==> src/hdl/skhe_pkg.sv <==
// Package for the selectable key hash engine.
// Holds payload types, register indexes, algorithm codes, hash constants and
// the datapath command set. It depends on nothing.
package skhe_pkg;

    localparam int LENGTH_BITS = 16;
    localparam int CFG_INDEX_BITS = 8;
    localparam int CFG_DATA_BITS = 8;
    localparam int ALG_BITS = 2;
    localparam int BUCKET_BITS_W = 6;

    localparam logic [CFG_INDEX_BITS-1:0] CFG_ALGORITHM_SELECT = 8'd0;
    localparam logic [CFG_INDEX_BITS-1:0] CFG_BUCKET_BITS = 8'd1;

    localparam logic [ALG_BITS-1:0] ALG_FNV = 2'd0;
    localparam logic [ALG_BITS-1:0] ALG_DJB = 2'd1;
    localparam logic [ALG_BITS-1:0] ALG_MURMUR = 2'd2;

    localparam logic [BUCKET_BITS_W-1:0] BUCKET_BITS_RESET = 6'd10;
    localparam logic [BUCKET_BITS_W-1:0] BUCKET_BITS_MAX = 6'd32;

    localparam logic [63:0] FNV_BASIS = 64'hcbf29ce484222325;
    localparam logic [63:0] FNV_PRIME = 64'h00000100000001b3;
    localparam logic [63:0] DJB_SEED = 64'd5381;
    localparam logic [63:0] MM_SEED = 64'hdeadbeefcafe1234;
    localparam logic [63:0] MM_C1 = 64'h87c37b91114253d5;
    localparam logic [63:0] MM_C2 = 64'h4cf5ad432745937f;
    localparam logic [63:0] MM_ADD = 64'h0000000052dce729;
    localparam logic [63:0] MM_F1 = 64'hff51afd7ed558ccd;
    localparam logic [63:0] MM_F2 = 64'hc4ceb9fe1a85ec53;

    typedef struct packed {
        logic [7:0]             key_byte;
        logic                   byte_present;
        logic [LENGTH_BITS-1:0] key_length;
        logic                   last_of_key;
    } t_in_item;

    typedef struct packed {
        logic [63:0] hash_value;
        logic [31:0] bucket_index;
        logic        length_mismatch;
    } t_out_item;

    typedef enum logic [3:0] {
        OP_NOP,
        OP_LOAD,
        OP_DJB,
        OP_FNV_SET,
        OP_GATHER,
        OP_BLK_C1,
        OP_ROT_C2,
        OP_HMIX,
        OP_H_ACC,
        OP_MUL0,
        OP_MUL1,
        OP_MUL2,
        OP_KSTATE_F1,
        OP_TAIL_F1,
        OP_FMIX_F2,
        OP_FINISH
    } t_dp_op;

    typedef struct packed {
        logic [ALG_BITS-1:0] alg;
        logic                present;
        logic                last;
        logic                fill_zero;
        logic                out_free;
    } t_dp_status;

endpackage

==> src/hdl/selectable_key_hash_engine_top.sv <==
// Top level of the selectable key hash engine: configuration registers,
// controller and datapath. Uses skhe_pkg, skhe_ctrl and skhe_dp.
//
// Channel   Direction  Signals                                   Contents
// input     in         i_in_valid, o_in_ready, i_in_data         zero or one key byte
// output    out        o_out_valid, i_out_ready, o_out_data      hash, bucket, mismatch flag
// config    in         i_cfg_valid, o_cfg_ready, i_cfg_index/data register write
//
// An item without a byte or with a DJB2 byte uses no multiply; an FNV-1a byte
// takes one product and a murmur byte that completes an eight-byte block takes
// two, each built by the MUL0, MUL1, MUL2 steps of the shared 32x32 multiplier.
// A last item adds the finish step, and for murmur the tail and mix products.
// Reset is synchronous; a result waits in the output register while the next
// key is taken, and only the final step of a key stalls on a full register.
module selectable_key_hash_engine_top (
    input  logic                                 i_clk,
    input  logic                                 i_rst_n,
    input  logic                                 i_in_valid,
    output logic                                 o_in_ready,
    input  skhe_pkg::t_in_item                   i_in_data,
    output logic                                 o_out_valid,
    input  logic                                 i_out_ready,
    output skhe_pkg::t_out_item                  o_out_data,
    input  logic                                 i_cfg_valid,
    output logic                                 o_cfg_ready,
    input  logic [skhe_pkg::CFG_INDEX_BITS-1:0]  i_cfg_index,
    input  logic [skhe_pkg::CFG_DATA_BITS-1:0]   i_cfg_data
);

    logic [skhe_pkg::ALG_BITS-1:0]      r_alg_sel;
    logic [skhe_pkg::BUCKET_BITS_W-1:0] r_bucket_bits;
    skhe_pkg::t_dp_op                   op;
    skhe_pkg::t_dp_status               status;

    always_ff @(posedge i_clk) begin
        if (!i_rst_n) begin
            r_alg_sel <= skhe_pkg::ALG_FNV;
            r_bucket_bits <= skhe_pkg::BUCKET_BITS_RESET;
        end else if (i_cfg_valid) begin
            case (i_cfg_index)
                skhe_pkg::CFG_ALGORITHM_SELECT: begin
                    r_alg_sel <= i_cfg_data[skhe_pkg::ALG_BITS-1:0];
                end
                skhe_pkg::CFG_BUCKET_BITS: begin
                    r_bucket_bits <= i_cfg_data[skhe_pkg::BUCKET_BITS_W-1:0];
                end
                default: begin
                end
            endcase
        end
    end

    assign o_cfg_ready = 1'b1;

    skhe_ctrl u_ctrl (
        .i_clk      (i_clk),
        .i_rst_n    (i_rst_n),
        .i_in_valid (i_in_valid),
        .o_in_ready (o_in_ready),
        .i_status   (status),
        .o_op       (op)
    );

    skhe_dp u_dp (
        .i_clk         (i_clk),
        .i_rst_n       (i_rst_n),
        .i_op          (op),
        .i_in_data     (i_in_data),
        .i_alg_sel     (r_alg_sel),
        .i_bucket_bits (r_bucket_bits),
        .i_out_ready   (i_out_ready),
        .o_status      (status),
        .o_out_valid   (o_out_valid),
        .o_out_data    (o_out_data)
    );

endmodule

==> src/hdl/skhe_ctrl.sv <==
// Controller of the selectable key hash engine.
// Sequences one datapath command per cycle for each item; uses skhe_pkg.
module skhe_ctrl (
    input  logic                i_clk,
    input  logic                i_rst_n,
    input  logic                i_in_valid,
    output logic                o_in_ready,
    input  skhe_pkg::t_dp_status i_status,
    output skhe_pkg::t_dp_op    o_op
);

    typedef enum logic [3:0] {
        S_IDLE,
        S_DISPATCH,
        S_GCHK,
        S_M0,
        S_M1,
        S_M2,
        S_ROT,
        S_HMIX,
        S_FNV_WB,
        S_END,
        S_TROT,
        S_TAILX,
        S_F2,
        S_FIN
    } t_state;

    t_state r_state, n_state;
    t_state r_ret, n_ret;

    always_comb begin
        n_state = r_state;
        n_ret = r_ret;
        o_op = skhe_pkg::OP_NOP;
        case (r_state)
            S_IDLE: begin
                if (i_in_valid) begin
                    o_op = skhe_pkg::OP_LOAD;
                    n_state = S_DISPATCH;
                end
            end
            S_DISPATCH: begin
                if (!i_status.present) begin
                    n_state = S_END;
                end else if (i_status.alg == skhe_pkg::ALG_DJB) begin
                    o_op = skhe_pkg::OP_DJB;
                    n_state = S_END;
                end else if (i_status.alg == skhe_pkg::ALG_MURMUR) begin
                    o_op = skhe_pkg::OP_GATHER;
                    n_state = S_GCHK;
                end else begin
                    o_op = skhe_pkg::OP_FNV_SET;
                    n_state = S_M0;
                    n_ret = S_FNV_WB;
                end
            end
            S_GCHK: begin
                if (i_status.fill_zero) begin
                    o_op = skhe_pkg::OP_BLK_C1;
                    n_state = S_M0;
                    n_ret = S_ROT;
                end else begin
                    n_state = S_END;
                end
            end
            S_M0: begin
                o_op = skhe_pkg::OP_MUL0;
                n_state = S_M1;
            end
            S_M1: begin
                o_op = skhe_pkg::OP_MUL1;
                n_state = S_M2;
            end
            S_M2: begin
                o_op = skhe_pkg::OP_MUL2;
                n_state = r_ret;
            end
            S_ROT: begin
                o_op = skhe_pkg::OP_ROT_C2;
                n_state = S_M0;
                n_ret = S_HMIX;
            end
            S_HMIX: begin
                o_op = skhe_pkg::OP_HMIX;
                n_state = S_END;
            end
            S_FNV_WB: begin
                o_op = skhe_pkg::OP_H_ACC;
                n_state = S_END;
            end
            S_END: begin
                if (!i_status.last) begin
                    n_state = S_IDLE;
                end else if (i_status.alg != skhe_pkg::ALG_MURMUR) begin
                    n_state = S_FIN;
                end else if (i_status.fill_zero) begin
                    o_op = skhe_pkg::OP_KSTATE_F1;
                    n_state = S_M0;
                    n_ret = S_F2;
                end else begin
                    o_op = skhe_pkg::OP_BLK_C1;
                    n_state = S_M0;
                    n_ret = S_TROT;
                end
            end
            S_TROT: begin
                o_op = skhe_pkg::OP_ROT_C2;
                n_state = S_M0;
                n_ret = S_TAILX;
            end
            S_TAILX: begin
                o_op = skhe_pkg::OP_TAIL_F1;
                n_state = S_M0;
                n_ret = S_F2;
            end
            S_F2: begin
                o_op = skhe_pkg::OP_FMIX_F2;
                n_state = S_M0;
                n_ret = S_FIN;
            end
            S_FIN: begin
                if (i_status.out_free) begin
                    o_op = skhe_pkg::OP_FINISH;
                    n_state = S_IDLE;
                end
            end
            default: begin
                n_state = S_IDLE;
            end
        endcase
    end

    always_ff @(posedge i_clk) begin
        if (!i_rst_n) begin
            r_state <= S_IDLE;
            r_ret <= S_IDLE;
        end else begin
            r_state <= n_state;
            r_ret <= n_ret;
        end
    end

    assign o_in_ready = (r_state == S_IDLE);

endmodule

==> src/hdl/skhe_dp.sv <==
// Datapath of the selectable key hash engine: key state, a shared 32x32
// multiplier building 64-bit products over the MUL0, MUL1 and MUL2 steps, and the
// result register. Uses skhe_pkg and is driven by skhe_ctrl.
module skhe_dp (
    input  logic                                 i_clk,
    input  logic                                 i_rst_n,
    input  skhe_pkg::t_dp_op                     i_op,
    input  skhe_pkg::t_in_item                   i_in_data,
    input  logic [skhe_pkg::ALG_BITS-1:0]        i_alg_sel,
    input  logic [skhe_pkg::BUCKET_BITS_W-1:0]   i_bucket_bits,
    input  logic                                 i_out_ready,
    output skhe_pkg::t_dp_status                 o_status,
    output logic                                 o_out_valid,
    output skhe_pkg::t_out_item                  o_out_data
);

    localparam int LB = skhe_pkg::LENGTH_BITS;
    localparam logic [LB-1:0] LEN_MAX = {LB{1'b1}};

    logic                          r_inprog;
    logic [skhe_pkg::ALG_BITS-1:0] r_alg;
    logic [LB-1:0]                 r_stated;
    logic [LB-1:0]                 r_bytes;
    logic                          r_over;
    logic [63:0]                   r_h;
    logic [63:0]                   r_blk;
    logic [2:0]                    r_fill;
    logic [7:0]                    r_byte;
    logic                          r_present;
    logic                          r_last;
    logic [63:0]                   r_ma;
    logic [63:0]                   r_mb;
    logic [63:0]                   r_acc;
    logic                          r_out_valid;
    skhe_pkg::t_out_item           r_out;

    logic [skhe_pkg::ALG_BITS-1:0] eff_alg;
    logic [LB-1:0]                 bytes_base;
    logic                          over_base;
    logic [31:0]                   mul_x;
    logic [31:0]                   mul_y;
    logic [63:0]                   prod;
    logic [63:0]                   hmix_t;
    logic [63:0]                   kstate_x;
    logic [63:0]                   tail_x;
    logic [63:0]                   fmix_acc;
    logic [63:0]                   res;
    logic [5:0]                    bb;
    logic [32:0]                   mask;
    logic                          out_free;

    assign eff_alg = (i_alg_sel == skhe_pkg::ALG_DJB || i_alg_sel == skhe_pkg::ALG_MURMUR) ?
                     i_alg_sel : skhe_pkg::ALG_FNV;
    assign bytes_base = r_inprog ? r_bytes : '0;
    assign over_base = r_inprog ? r_over : 1'b0;

    always_comb begin
        case (i_op)
            skhe_pkg::OP_MUL1: begin
                mul_x = r_ma[31:0];
                mul_y = r_mb[63:32];
            end
            skhe_pkg::OP_MUL2: begin
                mul_x = r_ma[63:32];
                mul_y = r_mb[31:0];
            end
            default: begin
                mul_x = r_ma[31:0];
                mul_y = r_mb[31:0];
            end
        endcase
    end

    assign prod = 64'(mul_x) * 64'(mul_y);

    assign hmix_t = {(r_h[36:0] ^ r_acc[36:0]), (r_h[63:37] ^ r_acc[63:37])};
    assign kstate_x = r_h ^ 64'(r_stated);
    assign tail_x = r_h ^ r_acc ^ 64'(r_stated);
    assign fmix_acc = r_acc ^ (r_acc >> 33);

    assign res = (r_alg == skhe_pkg::ALG_MURMUR) ? fmix_acc : r_h;
    assign bb = (i_bucket_bits > skhe_pkg::BUCKET_BITS_MAX) ? skhe_pkg::BUCKET_BITS_MAX :
                i_bucket_bits;
    assign mask = (33'd1 << bb) - 33'd1;
    assign out_free = !r_out_valid || i_out_ready;

    always_ff @(posedge i_clk) begin
        if (!i_rst_n) begin
            r_inprog <= 1'b0;
            r_out_valid <= 1'b0;
        end else begin
            if (i_op == skhe_pkg::OP_FINISH) begin
                r_out_valid <= 1'b1;
            end else if (r_out_valid && i_out_ready) begin
                r_out_valid <= 1'b0;
            end
            case (i_op)
                skhe_pkg::OP_LOAD: begin
                    r_inprog <= 1'b1;
                end
                skhe_pkg::OP_FINISH: begin
                    r_inprog <= 1'b0;
                end
                default: begin
                end
            endcase
        end
    end

    always_ff @(posedge i_clk) begin
        case (i_op)
            skhe_pkg::OP_LOAD: begin
                r_byte <= i_in_data.key_byte;
                r_present <= i_in_data.byte_present;
                r_last <= i_in_data.last_of_key;
                if (!r_inprog) begin
                    r_alg <= eff_alg;
                    r_stated <= i_in_data.key_length;
                    r_blk <= '0;
                    r_fill <= '0;
                    case (eff_alg)
                        skhe_pkg::ALG_DJB: r_h <= skhe_pkg::DJB_SEED;
                        skhe_pkg::ALG_MURMUR: r_h <= skhe_pkg::MM_SEED ^
                                                     64'(i_in_data.key_length);
                        default: r_h <= skhe_pkg::FNV_BASIS;
                    endcase
                end
                if (i_in_data.byte_present) begin
                    r_bytes <= (bytes_base == LEN_MAX) ? bytes_base : bytes_base + 1'b1;
                    r_over <= over_base | (bytes_base == LEN_MAX);
                end else begin
                    r_bytes <= bytes_base;
                    r_over <= over_base;
                end
            end
            skhe_pkg::OP_DJB: begin
                r_h <= (r_h << 5) + r_h + 64'(r_byte);
            end
            skhe_pkg::OP_FNV_SET: begin
                r_ma <= r_h ^ 64'(r_byte);
                r_mb <= skhe_pkg::FNV_PRIME;
            end
            skhe_pkg::OP_GATHER: begin
                r_blk <= r_blk | (64'(r_byte) << {r_fill, 3'b000});
                r_fill <= r_fill + 3'd1;
            end
            skhe_pkg::OP_BLK_C1: begin
                r_ma <= r_blk;
                r_mb <= skhe_pkg::MM_C1;
                r_blk <= '0;
            end
            skhe_pkg::OP_ROT_C2: begin
                r_ma <= {r_acc[32:0], r_acc[63:33]};
                r_mb <= skhe_pkg::MM_C2;
            end
            skhe_pkg::OP_HMIX: begin
                r_h <= (hmix_t << 2) + hmix_t + skhe_pkg::MM_ADD;
            end
            skhe_pkg::OP_H_ACC: begin
                r_h <= r_acc;
            end
            skhe_pkg::OP_MUL0: begin
                r_acc <= prod;
            end
            skhe_pkg::OP_MUL1, skhe_pkg::OP_MUL2: begin
                r_acc <= r_acc + {prod[31:0], 32'd0};
            end
            skhe_pkg::OP_KSTATE_F1: begin
                r_ma <= kstate_x ^ (kstate_x >> 33);
                r_mb <= skhe_pkg::MM_F1;
            end
            skhe_pkg::OP_TAIL_F1: begin
                r_ma <= tail_x ^ (tail_x >> 33);
                r_mb <= skhe_pkg::MM_F1;
                r_fill <= '0;
            end
            skhe_pkg::OP_FMIX_F2: begin
                r_ma <= fmix_acc;
                r_mb <= skhe_pkg::MM_F2;
            end
            skhe_pkg::OP_FINISH: begin
                r_out.hash_value <= res;
                r_out.bucket_index <= res[31:0] & mask[31:0];
                r_out.length_mismatch <= r_over || (r_bytes != r_stated);
                r_h <= '0;
                r_blk <= '0;
                r_fill <= '0;
            end
            default: begin
            end
        endcase
    end

    assign o_status.alg = r_alg;
    assign o_status.present = r_present;
    assign o_status.last = r_last;
    assign o_status.fill_zero = (r_fill == 3'd0);
    assign o_status.out_free = out_free;

    assign o_out_valid = r_out_valid;
    assign o_out_data = r_out;

endmodule
==> config.mk <==
export PLATFORM = sky130hd
export DESIGN_NAME = selectable_key_hash_engine_top
export DESIGN_NICKNAME = d
export VERILOG_FILES = /design/src/hdl/skhe_pkg.sv /design/src/hdl/selectable_key_hash_engine_top.sv /design/src/hdl/skhe_ctrl.sv /design/src/hdl/skhe_dp.sv
export SDC_FILE = /design/constraint.sdc
export NUM_CORES = 2
export LEC_CHECK = 0
export BUFFER_PORTS_ARGS = -buffer_cell sky130_fd_sc_hd__buf_2
export CORE_UTILIZATION = 35
export DETAILED_ROUTE_END_ITERATION = 8
export RECOVER_POWER = 50
export SETUP_SLACK_MARGIN = 0.5
export SYNTH_ARGS = -nofsm -noshare
export SYNTH_HDL_FRONTEND = slang
export SYNTH_SLANG_ARGS = --single-unit
==> constraint.sdc <==
create_clock -name i_clk -period 36.6 [get_ports i_clk]
set_clock_uncertainty 0.05 [all_clocks]
set_input_delay 0 -clock i_clk [delete_from_list [all_inputs] [get_ports i_clk]]
set_output_delay 0 -clock i_clk [all_outputs]
set_load 0.02 [all_outputs]
==> impl_metrics.ini <==
[finish]
num-fill-cells = 18900
mostFrequentLayoutCells = nand2_1 (1001), inv_1 (990), fa_1 (901), nor2_1 (582), ha_1 (551)
drive_above_1_share = 0.0541
final_common_cell = nand2_1
diodes = 0
regArea_sq_um = 13000
multi_input_area_sq_um = 47300
synthToLayoutAreaGrowth_pct = 8.51
layout.nets = 8669

[worst_setup_path]
rr_endpoint = u_dp.r_acc[63]
reg2reg_from = u_ctrl.r_state[2]
crit_path_start_kind = flop
cp.required_ns = 37.01
rr_worst_depth = 34
end_kind = flop
cpPeakStageDelay_ns = 2.83
critPathKind = reg2reg
cp_max_fo = 64
path_common_cell = fa_1
r2r_slack_ns = 22.16
arrival_ns = 14.85
crit_slowest_cell = clkbuf_1

[floorplan]
pin_count = 147
die_h_um = 435
floorplan.rows = 158
fp.dieArea_sq_um = 189000
floorplan.initialDensity = 0.353
die_x_um = 435
core-area_sq_um = 186000

[detailed_routing]
wl_per_cell_um = 25.9
vias = 54400
drtIter0Drc = 5939
drt-total-wl_um = 251000
dr.pass1.iters = 9
drc = 23
via_per_inst = 5.61
drtAntennaViolNets = 0

[global_route]
grt.total_usage = 0.261
grt_pass1_vias = 54600
antenna_found_initial = 10
grt_pass1_wl_um = 369000
overflow = 0
grt_max_degree = 75

[timing]
maxSlewHeadroom = -1.71
finalCritPeriodShare = 0.394
setup_tns_ns = 0
setup_viol = 0
fin_crit_ns = 14.44
hold_viol = 0
holdWs_ns = 0.0487
maxClockFrequency_mhz = 69.3
slew_violations = 503
fin_ws_ns = 22.16
rsz0062_at_grt = no
worst_pin_slew_ns = 4.07

[clock_tree]
cts_sinks = 439
clk_latency_ns = 0.64
path_clk_slew_ns = 0.07
cts_setup_buffers = 0
cts_tree = built
numCtsBuffers = 51
clock_tree.root_cell = clkbuf_16
clock_path_buffers = 3
htree_levels = 2

[run]
cap_violations = 10

[hold_path]
hp-start = i_in_data[24]
holdPathEnd = u_dp.r_byte[6]
holdPathStages = 2
hold_path.class = in2reg

[synthesis]
ys_types = 104
ys_ff_latch = 439
synth_warnings = 0
syn-num-nets = 8686
ys_seq_area_frac = 0.198
synth_flop_cell = edfxtp_1
synthesis.instances = 7187
syn_avg_cell_area_sq_um = 9.12
synth_edf_count = 421
async_flop_share = 0
synth_area_sq_um = 65600

[placement]
placement.io_buffers = 143
post-dp-hpwl_um = 198000
gp_congestion = 0.975
place_ws_ns = 24.81

[status]
outcome = finished, violations left
failed_checks = DRC, capacitance limit, slew limit
## cell families (layout without fill, tap and decap cells)
logic type | after synthesis | after routing | share of synthesized area
flip-flops | 439 | 439 | 0.198
AND/OR/NAND/NOR | 2113 | 2113 | 0.140
multiplexers | 113 | 113 | 0.0185
adder cells (fa/ha/maj) | 1452 | 1452 | 0.380
other | 1 | 1 | 0.0000572
buffers and inverters | 1400 | 1425 | 0.0815
AO/OA/AOI/OAI | 1257 | 1257 | 0.126
XOR/XNOR | 412 | 412 | 0.0553
## through the flow
step | instance area [sq um] | cells | util
after floorplan | 65600 | 7187 | -
after global placement | 69000 | 9547 | 0.371
after detailed placement | 69000 | 9547 | 0.371
after CTS | 71400 | 9692 | 0.384
after global routing | 71100 | 9692 | 0.383
final | 71100 | 9692 | 0.383
## state kept, by name (all words and copies together) (netlist names), 8 cells and up
| signal | flops |
|---|---|
| u_dp.r_bytes | 16 |
| u_dp.r_ma | 64 |
| u_dp.r_blk | 64 |
| u_dp.r_mb | 20 |
| u_dp.r_byte | 8 |
| u_dp.r_acc | 64 |
| u_dp.r_stated | 16 |
| u_dp.r_h | 64 |
| u_dp.o_out_data | 97 |
## critical path: cells and delay by family, from the launching register on
family	cells	cell delay [ns]
AOI/OAI and AO/OA	8	1.90
xor gates and xnor gates	2	0.66
adders and majority gates	10	4.74
buffers and inverters	4	3.01
DFF	1	0.78
muxes	1	1.15
and+or+nand+nor	9	1.89
## layer usage
layer	vias to the layer above	track usage	share of wire
li1	23700	-	-
met1	27300	0.344	0.40
met2	2892	0.410	0.45
met3	559	0.0470	0.095
met4	4	0.130	0.062
met5	-	0	0.00010
## final cells by class
cell class,instances,area share
Tap cell,2480,0.0436
Sequential cell,439,0.183
Clock inverter,34,0.00723
Multi-Input combinational cell,5348,0.665
Clock buffer,61,0.0190
Timing Repair Buffer,337,0.0297
Inverter,993,0.0524
## cells in the mapped netlist, types with 49 or more instances
| master | count | area (sq um) |
|---|---|---|
| a21o_1 | 131 | 983 |
| a21oi_1 | 441 | 2210 |
| a221oi_1 | 55 | 482 |
| and2_1 | 81 | 507 |
| clkbuf_1 | 329 | 1230 |
| edfxtp_1 | 421 | 12600 |
| fa_1 | 901 | 18000 |
| ha_1 | 551 | 6890 |
| inv_1 | 990 | 3720 |
| mux2_2 | 67 | 754 |
| nand2_1 | 1005 | 3770 |
| nand3_1 | 88 | 440 |
| nand4_1 | 64 | 400 |
| nor2_1 | 589 | 2210 |
| nor2b_1 | 52 | 325 |
| nor3_1 | 49 | 245 |
| o21ai_0 | 214 | 1070 |
| xnor2_1 | 243 | 2130 |
| xor2_1 | 168 | 1470 |
## worst max-delay path by stage
stage | start | end | slack, ns | cells past startpoint
floorplan | u_ctrl.r_state[1] | u_dp.r_blk[0] | 25.06 | 6
global placement | u_ctrl.r_state[2] | u_dp.r_acc[63] | 24.85 | 34
detailed placement | u_ctrl.r_state[2] | u_dp.r_acc[63] | 24.81 | 34
CTS | u_ctrl.r_state[2] | u_dp.r_acc[63] | 24.76 | 34
global route | u_ctrl.r_state[2] | u_dp.r_acc[63] | 21.51 | 33
finish | u_ctrl.r_state[2] | u_dp.r_acc[63] | 22.16 | 34
## repair_timing
action | CTS | global route
hold buffers | 50 | 0
endpoints found under the hold margin | 64 | 0
gates resized for setup | 0 | 0
Power is left out: the tool's default activity adds up to more than one toggle a clock period on the data nets, which glitch-free logic cannot reach.
